===== src/hdl/multicast_refcount_queue_macros.svh =====
// assertion macros used by the multicast refcount queue datapath
`ifndef MULTICAST_REFCOUNT_QUEUE_MACROS_SVH
`define MULTICAST_REFCOUNT_QUEUE_MACROS_SVH

// same-cycle implication, checked on aclk outside reset
`define MRQ_ASSERT_IMP(name, ante, cons, msg) \
    name: assert property (@(posedge aclk) disable iff (!aresetn) (ante) |-> (cons)) \
        else $error(msg);

// next-cycle implication, checked on aclk outside reset
`define MRQ_ASSERT_NXT(name, ante, cons, msg) \
    name: assert property (@(posedge aclk) disable iff (!aresetn) (ante) |=> (cons)) \
        else $error(msg);

`endif


===== src/hdl/mrq_pkg.sv =====
// shared types, codes and defaults of the multicast refcount queue
package mrq_pkg;

    localparam int DEPTH_DEF    = 16;
    localparam int NUM_SUBS_DEF = 8;
    localparam int DATA_W_DEF   = 32;
    localparam int SUB_W        = 3;
    localparam int CMD_W        = 3;
    localparam int CAP_W        = 5;
    localparam logic [CAP_W-1:0] CAP_RESET = 5'd16;

    // command codes
    localparam logic [CMD_W-1:0] CMD_SUBSCRIBE   = 3'd0;
    localparam logic [CMD_W-1:0] CMD_UNSUBSCRIBE = 3'd1;
    localparam logic [CMD_W-1:0] CMD_PUT         = 3'd2;
    localparam logic [CMD_W-1:0] CMD_GET         = 3'd3;
    localparam logic [CMD_W-1:0] CMD_REMOVE      = 3'd4;

    typedef enum logic [2:0] {
        STAT_OK       = 3'd0,
        STAT_FULL     = 3'd1,
        STAT_EMPTY    = 3'd2,
        STAT_NOT_SUB  = 3'd3,
        STAT_NO_SUBS  = 3'd4,
        STAT_NOT_FND  = 3'd5,
        STAT_ALREADY  = 3'd6
    } status_t;

    // one datapath operation per cycle
    typedef enum logic [4:0] {
        OP_IDLE,
        OP_LOAD,
        OP_STATUS,
        OP_JOIN,
        OP_WALK_CURSOR,
        OP_WALK_HEAD,
        OP_RD_WALK,
        OP_UN_STEP,
        OP_UN_END,
        OP_RD_FREE,
        OP_PUT,
        OP_LINK,
        OP_RD_CURSOR,
        OP_GET,
        OP_RD_HEAD,
        OP_RC_FREE,
        OP_RM_HIT,
        OP_RM_ADV,
        OP_FREE_WALK,
        OP_OUT
    } dp_op_t;

    typedef enum logic [3:0] {
        S_IDLE,
        S_DISPATCH,
        S_UN_RD,
        S_UN_STEP,
        S_RC_RD,
        S_RC_CHK,
        S_PUT_WR,
        S_PUT_LINK,
        S_GET,
        S_RM_RD,
        S_RM_CHK,
        S_RM_FREE,
        S_DONE
    } state_t;

    typedef struct packed {
        dp_op_t  op;
        status_t code;
    } dp_cmd_t;

    typedef struct packed {
        logic [CMD_W-1:0] cmd;
        logic sub_in_range;
        logic sub_ok;
        logic act_zero;
        logic full;
        logic cursor_null;
        logic walk_null;
        logic head_null;
        logic ref_zero;
        logic val_match;
        logic out_busy;
    } dp_flags_t;

endpackage


===== src/hdl/mrq_ctrl.sv =====
// controller state machine that sequences the queue datapath
module mrq_ctrl (
    input  logic               aclk,
    input  logic               aresetn,
    input  logic               s_tvalid,
    output logic               s_tready,
    input  mrq_pkg::dp_flags_t flags,
    output mrq_pkg::dp_cmd_t   dp_cmd
);
    import mrq_pkg::*;

    state_t state_reg, state_next;

    // state register
    always_ff @(posedge aclk) begin
        if (!aresetn) begin
            state_reg <= S_IDLE;
        end else begin
            state_reg <= state_next;
        end
    end

    // next state and datapath commands
    always_comb begin
        state_next  = state_reg;
        dp_cmd.op   = OP_IDLE;
        dp_cmd.code = STAT_OK;
        s_tready    = 1'b0;
        unique case (state_reg)
            S_IDLE: begin
                s_tready = 1'b1;
                if (s_tvalid) begin
                    dp_cmd.op  = OP_LOAD;
                    state_next = S_DISPATCH;
                end
            end
            S_DISPATCH: begin
                state_next = S_DONE;
                priority if (flags.cmd == CMD_SUBSCRIBE) begin
                    priority if (!flags.sub_in_range) begin
                        dp_cmd.op = OP_STATUS; dp_cmd.code = STAT_NOT_SUB;
                    end else if (flags.sub_ok) begin
                        dp_cmd.op = OP_STATUS; dp_cmd.code = STAT_ALREADY;
                    end else begin
                        dp_cmd.op = OP_JOIN;
                    end
                end else if (flags.cmd == CMD_UNSUBSCRIBE) begin
                    if (!flags.sub_ok) begin
                        dp_cmd.op = OP_STATUS; dp_cmd.code = STAT_NOT_SUB;
                    end else begin
                        dp_cmd.op  = OP_WALK_CURSOR;
                        state_next = S_UN_RD;
                    end
                end else if (flags.cmd == CMD_PUT) begin
                    priority if (flags.act_zero) begin
                        dp_cmd.op = OP_STATUS; dp_cmd.code = STAT_NO_SUBS;
                    end else if (flags.full) begin
                        dp_cmd.op = OP_STATUS; dp_cmd.code = STAT_FULL;
                    end else begin
                        dp_cmd.op  = OP_RD_FREE;
                        state_next = S_PUT_WR;
                    end
                end else if (flags.cmd == CMD_GET) begin
                    priority if (!flags.sub_ok) begin
                        dp_cmd.op = OP_STATUS; dp_cmd.code = STAT_NOT_SUB;
                    end else if (flags.cursor_null) begin
                        dp_cmd.op = OP_STATUS; dp_cmd.code = STAT_EMPTY;
                    end else begin
                        dp_cmd.op  = OP_RD_CURSOR;
                        state_next = S_GET;
                    end
                end else if (flags.cmd == CMD_REMOVE) begin
                    dp_cmd.op  = OP_WALK_HEAD;
                    state_next = S_RM_RD;
                end else begin
                    dp_cmd.op = OP_IDLE;
                end
            end
            // return the leaving subscriber's counts along its chain
            S_UN_RD: begin
                if (flags.walk_null) begin
                    dp_cmd.op  = OP_UN_END;
                    state_next = S_RC_RD;
                end else begin
                    dp_cmd.op  = OP_RD_WALK;
                    state_next = S_UN_STEP;
                end
            end
            S_UN_STEP: begin
                dp_cmd.op  = OP_UN_STEP;
                state_next = S_UN_RD;
            end
            // free front messages whose count is zero
            S_RC_RD: begin
                if (flags.head_null) begin
                    state_next = S_DONE;
                end else begin
                    dp_cmd.op  = OP_RD_HEAD;
                    state_next = S_RC_CHK;
                end
            end
            S_RC_CHK: begin
                if (flags.ref_zero) begin
                    dp_cmd.op  = OP_RC_FREE;
                    state_next = S_RC_RD;
                end else begin
                    state_next = S_DONE;
                end
            end
            S_PUT_WR: begin
                dp_cmd.op  = OP_PUT;
                state_next = S_PUT_LINK;
            end
            S_PUT_LINK: begin
                dp_cmd.op  = OP_LINK;
                state_next = S_DONE;
            end
            S_GET: begin
                dp_cmd.op  = OP_GET;
                state_next = S_RC_RD;
            end
            // search the chain for the first matching word
            S_RM_RD: begin
                if (flags.walk_null) begin
                    dp_cmd.op   = OP_STATUS;
                    dp_cmd.code = STAT_NOT_FND;
                    state_next  = S_DONE;
                end else begin
                    dp_cmd.op  = OP_RD_WALK;
                    state_next = S_RM_CHK;
                end
            end
            S_RM_CHK: begin
                if (flags.val_match) begin
                    dp_cmd.op  = OP_RM_HIT;
                    state_next = S_RM_FREE;
                end else begin
                    dp_cmd.op  = OP_RM_ADV;
                    state_next = S_RM_RD;
                end
            end
            S_RM_FREE: begin
                dp_cmd.op  = OP_FREE_WALK;
                state_next = S_DONE;
            end
            S_DONE: begin
                if (!flags.out_busy) begin
                    dp_cmd.op  = OP_OUT;
                    state_next = S_IDLE;
                end
            end
            default: begin
                state_next = S_IDLE;
            end
        endcase
    end

endmodule


===== src/hdl/mrq_datapath.sv =====
// queue storage, subscriber cursors and counters, and the result register
`include "multicast_refcount_queue_macros.svh"
module mrq_datapath #(
    parameter int DEPTH    = mrq_pkg::DEPTH_DEF,
    parameter int NUM_SUBS = mrq_pkg::NUM_SUBS_DEF,
    parameter int DATA_W   = mrq_pkg::DATA_W_DEF,
    parameter int CNT_W    = $clog2(DEPTH + 1)
) (
    input  logic                       aclk,
    input  logic                       aresetn,
    input  logic [mrq_pkg::CMD_W-1:0]  in_cmd,
    input  logic [mrq_pkg::SUB_W-1:0]  in_sub,
    input  logic [DATA_W-1:0]          in_value,
    input  logic                       cfg_wen,
    input  logic [mrq_pkg::CAP_W-1:0]  cfg_wdata,
    input  mrq_pkg::dp_cmd_t           dp_cmd,
    output mrq_pkg::dp_flags_t         flags,
    output logic                       m_tvalid,
    input  logic                       m_tready,
    output mrq_pkg::status_t           m_status,
    output logic [DATA_W-1:0]          m_msg,
    output logic [CNT_W-1:0]           m_live,
    output logic [CNT_W-1:0]           m_pend
);
    import mrq_pkg::*;

    localparam int IDX_W  = (DEPTH > 1) ? $clog2(DEPTH) : 1;
    localparam int PTR_W  = CNT_W;
    localparam int REF_W  = $clog2(NUM_SUBS + 1);
    localparam int SUBI_W = (NUM_SUBS > 1) ? $clog2(NUM_SUBS) : 1;
    localparam logic [PTR_W-1:0] NIL = PTR_W'(DEPTH);

    // message slots
    logic [DATA_W-1:0] val_mem  [DEPTH];
    logic [REF_W-1:0]  refs_mem [DEPTH];
    logic [PTR_W-1:0]  next_mem [DEPTH];
    logic [DATA_W-1:0] rd_value;
    logic [REF_W-1:0]  rd_refs;
    logic [PTR_W-1:0]  rd_next;

    logic [CMD_W-1:0]  cmd_reg;
    logic [SUB_W-1:0]  sub_reg;
    logic [DATA_W-1:0] val_reg;
    logic [CAP_W-1:0]  cap_reg;
    logic [CNT_W-1:0]  live_reg;
    logic [PTR_W-1:0]  head_reg, tail_reg, free_reg, fresh_reg;
    logic [PTR_W-1:0]  walk_reg, prev_reg, slot_reg;
    logic [NUM_SUBS-1:0] active_reg, seen_reg;
    logic [REF_W-1:0]  act_cnt_reg;
    logic [PTR_W-1:0]  cursor_reg [NUM_SUBS];
    logic [CNT_W-1:0]  pend_reg   [NUM_SUBS];
    status_t           stat_reg;
    logic [DATA_W-1:0] msg_reg;
    logic              m_valid_reg;
    status_t           m_status_reg;
    logic [DATA_W-1:0] m_msg_reg;
    logic [CNT_W-1:0]  m_live_reg, m_pend_reg;

    logic [SUBI_W-1:0] sidx;
    logic              sub_in_range, sub_ok;
    logic [PTR_W-1:0]  cur_sel;
    logic [CNT_W-1:0]  pend_sel;
    logic [PTR_W-1:0]  cap_eff;
    logic [PTR_W-1:0]  put_slot;
    logic [REF_W-1:0]  refs_dec;

    logic              rd_en;
    logic [IDX_W-1:0]  rd_addr;
    logic              val_we, refs_we, next_we;
    logic [IDX_W-1:0]  val_wa, refs_wa, next_wa;
    logic [REF_W-1:0]  refs_wd;
    logic [PTR_W-1:0]  next_wd;

    // subscriber lookup
    assign sidx         = SUBI_W'(sub_reg);
    assign sub_in_range = (32'(sub_reg) < NUM_SUBS);
    assign sub_ok       = sub_in_range && active_reg[sidx];
    assign cur_sel      = sub_ok ? cursor_reg[sidx] : NIL;
    assign pend_sel     = sub_ok ? pend_reg[sidx] : '0;
    assign put_slot     = (free_reg != NIL) ? free_reg : fresh_reg;
    assign refs_dec     = (rd_refs == '0) ? '0 : rd_refs - 1'b1;

    // capacity clamped to one .. DEPTH
    always_comb begin
        if (cap_reg == '0) begin
            cap_eff = PTR_W'(1);
        end else if (32'(cap_reg) > DEPTH) begin
            cap_eff = NIL;
        end else begin
            cap_eff = PTR_W'(cap_reg);
        end
    end

    // status toward the controller
    always_comb begin
        flags.cmd          = cmd_reg;
        flags.sub_in_range = sub_in_range;
        flags.sub_ok       = sub_ok;
        flags.act_zero     = (act_cnt_reg == '0);
        flags.full         = (live_reg >= cap_eff);
        flags.cursor_null  = (cur_sel == NIL);
        flags.walk_null    = (walk_reg == NIL);
        flags.head_null    = (head_reg == NIL);
        flags.ref_zero     = (rd_refs == '0);
        flags.val_match    = (rd_value == val_reg);
        flags.out_busy     = m_valid_reg && !m_tready;
    end

    // memory port controls
    always_comb begin
        rd_en   = 1'b0;
        rd_addr = walk_reg[IDX_W-1:0];
        val_we  = 1'b0;
        refs_we = 1'b0;
        next_we = 1'b0;
        val_wa  = put_slot[IDX_W-1:0];
        refs_wa = walk_reg[IDX_W-1:0];
        next_wa = walk_reg[IDX_W-1:0];
        refs_wd = refs_dec;
        next_wd = free_reg;
        unique case (dp_cmd.op)
            OP_RD_WALK: begin
                rd_en = 1'b1;
            end
            OP_RD_FREE: begin
                rd_en   = (free_reg != NIL);
                rd_addr = free_reg[IDX_W-1:0];
            end
            OP_RD_CURSOR: begin
                rd_en   = 1'b1;
                rd_addr = cur_sel[IDX_W-1:0];
            end
            OP_RD_HEAD: begin
                rd_en   = 1'b1;
                rd_addr = head_reg[IDX_W-1:0];
            end
            OP_UN_STEP, OP_GET: begin
                refs_we = 1'b1;
            end
            OP_PUT: begin
                val_we  = 1'b1;
                refs_we = 1'b1;
                refs_wa = put_slot[IDX_W-1:0];
                refs_wd = act_cnt_reg;
                next_we = 1'b1;
                next_wa = put_slot[IDX_W-1:0];
                next_wd = NIL;
            end
            OP_LINK: begin
                next_we = (tail_reg != NIL);
                next_wa = tail_reg[IDX_W-1:0];
                next_wd = slot_reg;
            end
            OP_RC_FREE: begin
                next_we = 1'b1;
                next_wa = head_reg[IDX_W-1:0];
            end
            OP_RM_HIT: begin
                next_we = (prev_reg != NIL);
                next_wa = prev_reg[IDX_W-1:0];
                next_wd = rd_next;
            end
            OP_FREE_WALK: begin
                next_we = 1'b1;
            end
            default: begin
                rd_en = 1'b0;
            end
        endcase
    end

    // slot memories, registered read
    always_ff @(posedge aclk) begin
        if (val_we) begin
            val_mem[val_wa] <= val_reg;
        end
        if (refs_we) begin
            refs_mem[refs_wa] <= refs_wd;
        end
        if (next_we) begin
            next_mem[next_wa] <= next_wd;
        end
        if (rd_en) begin
            rd_value <= val_mem[rd_addr];
            rd_refs  <= refs_mem[rd_addr];
            rd_next  <= next_mem[rd_addr];
        end
    end

    // payload registers
    always_ff @(posedge aclk) begin
        unique case (dp_cmd.op)
            OP_LOAD: begin
                cmd_reg <= in_cmd;
                sub_reg <= in_sub;
                val_reg <= in_value;
                msg_reg <= '0;
            end
            OP_GET: begin
                msg_reg <= rd_value;
            end
            OP_WALK_CURSOR, OP_RD_CURSOR: begin
                walk_reg <= cur_sel;
            end
            OP_WALK_HEAD: begin
                walk_reg <= head_reg;
                prev_reg <= NIL;
            end
            OP_UN_STEP: begin
                walk_reg <= rd_next;
            end
            OP_RM_ADV: begin
                prev_reg <= walk_reg;
                walk_reg <= rd_next;
            end
            OP_PUT: begin
                slot_reg <= put_slot;
            end
            OP_OUT: begin
                m_status_reg <= stat_reg;
                m_msg_reg    <= msg_reg;
                m_live_reg   <= live_reg;
                m_pend_reg   <= pend_sel;
            end
            default: begin
                slot_reg <= slot_reg;
            end
        endcase
    end

    // chain and subscriber control state
    always_ff @(posedge aclk) begin
        if (!aresetn) begin
            cap_reg     <= CAP_RESET;
            live_reg    <= '0;
            head_reg    <= NIL;
            tail_reg    <= NIL;
            free_reg    <= NIL;
            fresh_reg   <= '0;
            active_reg  <= '0;
            seen_reg    <= '0;
            act_cnt_reg <= '0;
            stat_reg    <= STAT_OK;
            m_valid_reg <= 1'b0;
            for (int i = 0; i < NUM_SUBS; i++) begin
                cursor_reg[i] <= NIL;
                pend_reg[i]   <= '0;
            end
        end else begin
            if (cfg_wen) begin
                cap_reg <= cfg_wdata;
            end
            if (m_tready && dp_cmd.op != OP_OUT) begin
                m_valid_reg <= 1'b0;
            end
            unique case (dp_cmd.op)
                OP_LOAD: begin
                    stat_reg <= STAT_OK;
                end
                OP_STATUS: begin
                    stat_reg <= dp_cmd.code;
                end
                OP_JOIN: begin
                    active_reg[sidx] <= 1'b1;
                    cursor_reg[sidx] <= NIL;
                    pend_reg[sidx]   <= '0;
                    act_cnt_reg      <= act_cnt_reg + 1'b1;
                end
                OP_UN_END: begin
                    active_reg[sidx] <= 1'b0;
                    cursor_reg[sidx] <= NIL;
                    pend_reg[sidx]   <= '0;
                    act_cnt_reg      <= act_cnt_reg - 1'b1;
                end
                OP_WALK_HEAD: begin
                    seen_reg <= '0;
                end
                OP_RD_WALK: begin
                    // subscribers whose chain reaches this slot
                    for (int i = 0; i < NUM_SUBS; i++) begin
                        if (cursor_reg[i] == walk_reg) begin
                            seen_reg[i] <= 1'b1;
                        end
                    end
                end
                OP_PUT: begin
                    if (free_reg != NIL) begin
                        free_reg <= rd_next;
                    end else begin
                        fresh_reg <= fresh_reg + 1'b1;
                    end
                    live_reg <= live_reg + 1'b1;
                    for (int i = 0; i < NUM_SUBS; i++) begin
                        if (active_reg[i]) begin
                            pend_reg[i] <= pend_reg[i] + 1'b1;
                            if (cursor_reg[i] == NIL) begin
                                cursor_reg[i] <= put_slot;
                            end
                        end
                    end
                end
                OP_LINK: begin
                    if (tail_reg == NIL) begin
                        head_reg <= slot_reg;
                    end
                    tail_reg <= slot_reg;
                end
                OP_GET: begin
                    cursor_reg[sidx] <= rd_next;
                    if (pend_reg[sidx] != '0) begin
                        pend_reg[sidx] <= pend_reg[sidx] - 1'b1;
                    end
                end
                OP_RC_FREE: begin
                    free_reg <= head_reg;
                    head_reg <= rd_next;
                    if (rd_next == NIL) begin
                        tail_reg <= NIL;
                    end
                    if (live_reg != '0) begin
                        live_reg <= live_reg - 1'b1;
                    end
                end
                OP_RM_HIT: begin
                    if (prev_reg == NIL) begin
                        head_reg <= rd_next;
                    end
                    if (tail_reg == walk_reg) begin
                        tail_reg <= prev_reg;
                    end
                    for (int i = 0; i < NUM_SUBS; i++) begin
                        if (cursor_reg[i] == walk_reg) begin
                            cursor_reg[i] <= rd_next;
                        end
                        if (seen_reg[i] && pend_reg[i] != '0) begin
                            pend_reg[i] <= pend_reg[i] - 1'b1;
                        end
                    end
                end
                OP_FREE_WALK: begin
                    free_reg <= walk_reg;
                    if (live_reg != '0) begin
                        live_reg <= live_reg - 1'b1;
                    end
                end
                OP_OUT: begin
                    m_valid_reg <= 1'b1;
                end
                default: begin
                    stat_reg <= stat_reg;
                end
            endcase
        end
    end

    assign m_tvalid = m_valid_reg;
    assign m_status = m_status_reg;
    assign m_msg    = m_msg_reg;
    assign m_live   = m_live_reg;
    assign m_pend   = m_pend_reg;

    // consistency checks
    `MRQ_ASSERT_IMP(a_head_tail, 1'b1, (head_reg == NIL) == (tail_reg == NIL), "head/tail")
    `MRQ_ASSERT_IMP(a_pend_live, m_valid_reg, (m_pend_reg <= m_live_reg), "pending above live")
    `MRQ_ASSERT_NXT(a_put_live, (dp_cmd.op == OP_PUT), (live_reg == $past(live_reg) + 1'b1), "put")
    `MRQ_ASSERT_IMP(a_act_cnt, 1'b1, (32'(act_cnt_reg) == $countones(active_reg)), "sub count")

endmodule


===== src/hdl/multicast_refcount_queue.sv =====
// Multicast refcount queue top level. A command transaction on the s_ side yields exactly
// one result transaction on the m_ side; one command is processed at a time. Subscribe,
// rejected commands and commands 5 to 7 finish straight from dispatch; put writes the slot
// and then links it at the tail; get reads the cursor slot and then frees zero-count front
// messages. Unsubscribe walks the subscriber's pending messages, returning one count each,
// then frees front messages, and remove searches the slot chain for the value: these walks
// go through the single read port of the slot memories. The result is registered after
// the last step of a command; while an earlier result still waits on m_tready the command
// holds in its last step. The user must write capacity through cfg_wen/cfg_wdata only while
// no command is in flight; the block itself does not enforce this. 0 acts as 1, above DEPTH as DEPTH.
module multicast_refcount_queue #(
    parameter int DEPTH    = mrq_pkg::DEPTH_DEF,
    parameter int NUM_SUBS = mrq_pkg::NUM_SUBS_DEF,
    parameter int DATA_W   = mrq_pkg::DATA_W_DEF,
    parameter int CNT_W    = $clog2(DEPTH + 1),
    parameter int IN_TDATA_W  = ((mrq_pkg::SUB_W + DATA_W + 7) / 8) * 8,
    parameter int OUT_TDATA_W = ((DATA_W + 2 * CNT_W + 7) / 8) * 8
) (
    input  logic                          aclk,
    input  logic                          aresetn,
    // capacity register write
    input  logic                          cfg_wen,
    input  logic [mrq_pkg::CAP_W-1:0]     cfg_wdata,
    // command channel
    input  logic                          s_tvalid,
    output logic                          s_tready,
    input  logic [IN_TDATA_W-1:0]         s_tdata,  // subscriber, msg_value
    input  logic [mrq_pkg::CMD_W-1:0]     s_tuser,  // cmd
    // result channel
    output logic                          m_tvalid,
    input  logic                          m_tready,
    output logic [OUT_TDATA_W-1:0]        m_tdata,  // msg_out, live_count, pending_count
    output logic [2:0]                    m_tuser   // status
);
    import mrq_pkg::*;

    dp_cmd_t           dp_cmd;
    dp_flags_t         flags;
    status_t           res_status;
    logic [DATA_W-1:0] res_msg;
    logic [CNT_W-1:0]  res_live, res_pend;

    mrq_ctrl u_ctrl (
        .aclk     (aclk),
        .aresetn  (aresetn),
        .s_tvalid (s_tvalid),
        .s_tready (s_tready),
        .flags    (flags),
        .dp_cmd   (dp_cmd)
    );

    mrq_datapath #(
        .DEPTH    (DEPTH),
        .NUM_SUBS (NUM_SUBS),
        .DATA_W   (DATA_W),
        .CNT_W    (CNT_W)
    ) u_datapath (
        .aclk      (aclk),
        .aresetn   (aresetn),
        .in_cmd    (s_tuser),
        .in_sub    (s_tdata[SUB_W-1:0]),
        .in_value  (s_tdata[SUB_W+DATA_W-1:SUB_W]),
        .cfg_wen   (cfg_wen),
        .cfg_wdata (cfg_wdata),
        .dp_cmd    (dp_cmd),
        .flags     (flags),
        .m_tvalid  (m_tvalid),
        .m_tready  (m_tready),
        .m_status  (res_status),
        .m_msg     (res_msg),
        .m_live    (res_live),
        .m_pend    (res_pend)
    );

    // result packing, message word lowest
    assign m_tdata = OUT_TDATA_W'({res_pend, res_live, res_msg});
    assign m_tuser = res_status;

endmodule


===== config.mk =====
export PLATFORM = sky130hd
export DESIGN_NAME = multicast_refcount_queue
export DESIGN_NICKNAME = d
export VERILOG_FILES = /design/src/hdl/mrq_pkg.sv /design/src/hdl/mrq_ctrl.sv /design/src/hdl/mrq_datapath.sv /design/src/hdl/multicast_refcount_queue.sv
export VERILOG_INCLUDE_DIRS = /design/src /design/src/hdl
export SDC_FILE = /design/constraint.sdc
export NUM_CORES = 2
export LEC_CHECK = 0
export BUFFER_PORTS_ARGS = -buffer_cell sky130_fd_sc_hd__buf_2
export CORE_MARGIN = 3
export CORE_UTILIZATION = 45
export CTS_CLUSTER_SIZE = 24
export DETAILED_ROUTE_END_ITERATION = 10
export PLACE_DENSITY_LB_ADDON = 0.12
export SKIP_CTS_REPAIR_TIMING = 1
export SYNTH_ARGS = -nofsm -noshare
export SYNTH_HDL_FRONTEND = slang
export SYNTH_HIERARCHICAL = 1
export SYNTH_SLANG_ARGS = --single-unit
export TNS_END_PERCENT = 1

===== constraint.sdc =====
create_clock -name aclk -period 7.9 [get_ports aclk]
set_input_delay 1.185 -clock aclk [delete_from_list [all_inputs] [get_ports aclk]]
set_output_delay 1.185 -clock aclk [all_outputs]
set_load 0.1 [all_outputs]

Word-level counts from Yosys, hierarchy flattened
Memory sizes are Yosys's and may differ from the RTL's. A register that Yosys moved wholly into a read port is not among the register bits.
Cells that the tools add are included.

cells by class
  add/sub/neg operators = 23
  magnitude comparators = 4
  equality and inequality tests = 79
  mux-type cells = 290
  bitwise operators = 40
  reduce and logical (&&, ||, !) cells = 60

operators with widths
  kind                                                    number
  2-to-1 mux 5 bit                                        49
  2-to-1 mux 1 bit                                        177
  == test 5 bit (second input constant)                   18
  2-to-1 mux 4 bit                                        21
  one-hot mux 5 bit (3 select lines)                      5
  one-hot mux 5 bit (13 select lines)                     1
  one-hot mux 32 bit (2 select lines)                     1
  adder 5 x 1 -> 5 bit (second input constant)            10
  nonzero test 5 bit                                      10
  subtractor 5 x 1 -> 5 bit (second input constant)       10
  one-hot mux 4 bit (12 select lines)                     1
  == test 5 bit                                           9
  2-to-1 mux 3 bit                                        14
  == test 5 x 4 -> 1 bit (second input constant)          8
  bitwise OR 1 bit                                        36
  == test 32 bit                                          1
  2-to-1 mux 8 bit                                        4
  one-hot mux 8 bit (2 select lines)                      2
  inequality test 2 x 1 -> 1 bit (second input constant)  14
  AND reduction 2 bit                                     12
  == test 4 bit (second input constant)                   5
  == test 5 x 3 -> 1 bit (second input constant)          4
  inequality test 5 bit (second input constant)           4
  one-hot mux 5 bit (2 select lines)                      2
  other kinds (40)                                        78

storage, ports and cells
  register bits after elaboration = 188
  bits in writable memories = 736
  input port bits = 53
  output and inout bits = 53
  memories kept = 5

memory list
  memory                 words  width  read ports  clocked after Yosys merged registers in  wr ports  line                text
  u_datapath.val_mem     16     32     1           1                                        1         mrq_datapath.sv:34  logic [DATA_W-1:0] val_mem [DEPTH];
  u_datapath.next_mem    16     5      1           1                                        1         mrq_datapath.sv:36  logic [PTR_W-1:0] next_mem [DEPTH];
  u_datapath.refs_mem    16     4      1           1                                        1         mrq_datapath.sv:35  logic [REF_W-1:0] refs_mem [DEPTH];
  u_datapath.cursor_reg  8      5      9           1                                        8         mrq_datapath.sv:50  logic [PTR_W-1:0] cursor_reg [NUM_SUBS];
  u_datapath.pend_reg    8      5      9           1                                        8         mrq_datapath.sv:51  logic [CNT_W-1:0] pend_reg [NUM_SUBS];

Logic depth before layout (Yosys ltp)
  depth after elaboration = 19
  mapped depth = 27

By module
Netlist, hierarchy kept.

by module, submodules not included
  module                    instances  cells each  area each (um^2)  sequential area each (um^2)
  mrq_datapath              1          3307        41858.9           28377.2
  mrq_ctrl                  1          122         783.3             80.1
  multicast_refcount_queue  1          7           48.8              0.0

Least setup slack after synthesis
Ideal clock, no wire load.

  path kind = reg2reg
  start = register u_datapath.cap_reg[1]
  end = register u_datapath.msg_reg[0], enable pin
  library setup time = 375 ps
  arrival time = 7827 ps
  path slack = -302 ps
  cell stages (with the launch flop) = 19
  period minus slack after synthesis = 8202 ps
  cells stage by stage = dfxtp_1 > nor3_1 > nor2_1 > nor2_1 > ha_1 > nand2b_1 > a21o_1 > a21oi_1 > nor2b_1 > o21ai_0 > nand2b_1 > or4b_4 > a32oi_1 > nand3_1 > buf_2 > nand2b_1 > clkbuf_1 > nor4_1 > or2_2

RTL lines
  what                    line                 text
  from (decl)             mrq_datapath.sv:44   logic [CAP_W-1:0] cap_reg;
  from (signal assigned)  mrq_datapath.sv:251  cap_reg <= cfg_wdata;
  to (signal assigned)    mrq_datapath.sv:200  msg_reg <= rd_value;
  to (decl)               mrq_datapath.sv:53   logic [DATA_W-1:0] msg_reg;

==> reports/qor_table.md <==
| Stage | Parameter | Reported |
|---|---|---|
| run status | Result of the run | finished clean |
| floorplanning | Die Outline Area | 98,600 sq um |
| sta | Final period demand of the worst path | 6.766 ns |
| final layout | Area taken by flip-flops and latches | 28,460 sq um |
| synth | Post-synthesis average cell area | 12.42 sq um |
| synth | Post-synthesis async set-or-reset flop share | 0% |
| synth | Adder and majority gate portion of the synthesized area | 1.143% |
| clock tree | H-tree level count | 3 |
| worst setup path | Critical path capture point type | register |
| clock tree | Clock edge transition at the registers on the reported setup and hold paths | 0.06 ns |
| synth | Simple-gate portion of the synthesized area | 13.24% |
| power | Clock group share of total power | 25.3% |
| placed design | Placed Instance Area | 44,710 sq um |
| global routing | Grt total ovfl | 0 |
| power | Register share of total power | 40.0% |
| final layout | Net total in the final layout | 3,574 |
| final layout | Area occupied by multi-input gates | 13,340 sq um |
| synth | Primary FF master, synth | edfxtp_1 |
| worst setup path | Worst R2R Setup Slack | 1.13 ns |
| global routing | Initial antenna violation count | 1 |
| sta | Final count of hold timing violations | 0 |
| placed design | Worst slack after detailed placement | 1.261 ns |
| power | Combinational power share | 34.7% |
| sta | Count of final setup violators | 0 |
| synth | Share of synthesized area spent on multiplexers | 3.948% |
| synth | Combinational family with the most area after synthesis | simple AND/OR/NAND/NOR gates |
| drt | Remaining design rule violation count | 0 |
| synth | Synth unique cells | 84 |
| placed design | Quantity of I/O buffers inserted on ports | 94 |
| final layout | FILL cells | 7,916 |
| sta | Max-slew violation count | 0 |
| final layout | Final cell utilization of the core | 51.19% |
| clock tree | TritonCTS Buffers | 104 |
| final layout | Leading cell type in the layout, fill and taps excluded | edfxtp_1 |
| placed design | Half-perimeter wire length after placement | 70.16 mm |
| synth | Compound-Gate Fraction of Synth Area | 9.979% |
| final layout | Layout Area Growth over Synthesis | 12.41% |
| floorplanning | Die width | 314.0 um |
| synth | Cell count after synthesis | 3,436 |
| floorplanning | Die outline height | 314.0 um |
| drt | Average wire per cell in the routed design | 25.24 um |
| final layout | Most frequent cells in the layout | edfxtp_1, nand2_1, nand3_1, o21ai_0, nor2_1 |
| clock tree | Clock root buffer | clkbuf_16 |
| clock tree | Clock latency on the worst-skew pair | 0.69 ns |
| drt | Total via count in the routed design | 29,260 |
| final layout | Number of flip-flops under the largest register name | 512 |
| power | VDD IR max | 0.5587 mV |
| final layout | Top flop regs | u_datapath/val_mem (512), u_datapath/next_mem (80), u_datapath/refs_mem (64) |
| worst setup path | Worst EP arrival | 7.32 ns |
| sta | Worst path setup slack after routing | 1.134 ns |
| power | Sw frac | 37.77% |
| worst setup path | Element type at the critical path start | register |
| global routing | Pin count of the biggest net entering global routing | 161 |
| floorplanning | Initial cell density of the core | 45.54% |
| synth | Count of flip-flops with a built-in enable after synthesis | 907 |
| global routing | Via count of the first global-routing pass | 28,340 |
| floorplanning | Core Box Area | 93,750 sq um |
| worst setup path | WS Path Type | reg2reg |
| power | Total power divided by cell area | 385.6 nW/um^2 |
| worst setup path | Highest net fanout along the worst path | 40 |
| sta | Max Freq | 0.1478 GHz |
| synth | Yosys warning count | 6 |
| drt | Via/cell ratio | 6.057 |
| floorplanning | Top Ports | 106 |
| drt | Sum of routed wire length over all layers | 121.9 mm |
| drt | 1st-pass router iterations | 7 |
| synth | Proportion of netlist area held by the largest area contributor | 63.80% |
| sta | Final setup TNS | 0 ns |
| sta | Worst clock skew | 0.03523 ns |
| synth | Post-synth design cell area | 42,690 sq um |
| drt | Antenna-violating nets left | 0 |
| global routing | Global-route wire length before repair | 180.1 mm |
| sta | Fin crit share | 85.64% |
| worst setup path | WP data required | 8.45 ns |
| floorplanning | Row Count | 112 |
| synth | Flops & latches, synth | 968 |
| power | P_int | 11.52 mW |
| clock tree | CTS tree | done |
| run | Max capacitance violation total | 0 |
| global routing | Total routing resource utilization after global routing | 24.30% |
| power | Leakage power figure | 16.21 nW |
| final layout | Largest register by flop count | u_datapath/val_mem |
| synth | Seq/Total Area, Yosys | 66.66% |
| sta | Relative max-transition margin | 14.10% |
| synth | Top post-synthesis cells by area | edfxtp_1, nand3_1, nand2_1 |
| clock tree | Sink Count | 968 |
| power | Final Total Pwr | 18.50 mW |
| sta | Slew at the pin with the worst max-slew slack | 1.286 ns |
| final layout | Ant diodes | 0 |
| sta | Setup repair after global routing missed its margin | false |
| final layout | Total non-filler cell area in the finished layout | 47,990 sq um |
| power | Net switching power figure | 6.988 mW |
| drt | Initial detailed-routing violation count | 3,293 |
| clock tree | Number of buffers on the longest clock path | 3 |
| placed design | Weighted congestion reported at the end of routability-driven placement | 0.8860 |
| final layout | Share of post-route cells with drive strength above 1 | 13.56% |
| synth | Cell taking the most area after synthesis | edfxtp_1 |
| synth | Post-Synth XOR/XNOR Area | 2.277% |
| worst hold path | Worst hold path class | reg2reg |
## power by group through the flow
stage          clock, mW  combinational, mW  sequential, mW
6_report            4.67               6.43            7.40
5_1_grt             4.96               6.96            7.49
4_1_cts             4.76               6.43            7.39
3_5_place_dp           0               6.41            7.49
3_3_place_gp           0               6.31            7.44
2_1_floorplan          0               4.38            7.14
## layer usage
layer | wire length [um] | share of wire [%] | global-route usage [%]
met1 | 52870 | 43 | 35.21
met4 | 2666 | 2.2 | 6.454
met5 | 0 | 0 | 0
met3 | 10950 | 9.0 | 4.937
met2 | 55420 | 45 | 37.54
## stage by stage
step / instances / hold WS, ns
6_report: 4831 / 0.4050
5_1_grt: 4831 / 0.4305
2_1_floorplan: 3441 / 0.4003
3_5_place_dp: 4633 / 0.4081
3_3_place_gp: 4633 / 0.4021
4_1_cts: 4831 / 0.4090
## synthesized netlist by cell type, types with 16 or more instances
cell / number
a21o_1: 17
a21oi_1: 81
a31o_1: 40
a31oi_1: 48
and2_1: 41
buf_2: 58
clkbuf_1: 147
dfxtp_1: 61
edfxtp_1: 907
ha_1: 31
inv_1: 43
mux2_2: 84
mux2i_1: 24
mux4_2: 21
nand2_1: 437
nand2b_1: 19
nand3_1: 403
nand4_1: 16
nor2_1: 171
nor2b_1: 17
nor3_1: 42
nor4_1: 21
o21ai_0: 258
o21ai_1: 16
o221ai_1: 17
o22ai_1: 99
xnor2_1: 40
xor2_1: 71
## logic make-up (layout without fill, tap and decap cells)
logic type	count (synthesis)	after routing
AOI/OAI and AO/OA	684	684
other	2	7
buffers and inverters	280	416
adders and majority gates	36	36
xor gates and xnor gates	111	111
muxes	131	131
and+or+nand+nor	1224	1224
DFF	968	968
## area by class of cell
| cell class | instances | area share, % |
|---|---|---|
| clock buffers | 131 | 5.744 |
| well taps | 1254 | 3.269 |
| inverters | 49 | 0.3833 |
| flip-flops and latches | 968 | 59.30 |
| repair buffers | 169 | 2.440 |
| multi-input cells | 2193 | 27.79 |
| clock inverters | 67 | 1.074 |
## worst max-delay path: stages (launching register included)
cell      delay, ns
edfxtp_1       0.75
mux2i_1        0.15
mux4_2         0.65
inv_2          0.30
o21ai_0        0.28
nand2_1        0.12
nand3_1        0.14
a32oi_1        0.22
nand3_1        0.65
or3b_1         0.67
a21oi_1        0.54
o22ai_1        0.26
and2_4         0.38
nand2_2        0.11
buf_4          0.63
o22ai_1        0.21
a31oi_1        0.32
a31o_1         0.21
## worst paths after layout
kind	from	endpoint	cells after the start
worst max-delay path	u_datapath/sidx[0]	u_datapath/rd_refs[3]	17
worst min register to register	u_datapath/msg_reg[3]	u_datapath/m_msg[3]	0
worst max register to register	u_datapath/sidx[0]	u_datapath/rd_refs[3]	17
worst min-delay path	u_datapath/msg_reg[3]	u_datapath/m_msg[3]	0
Power figures use the tool's default switching activity.
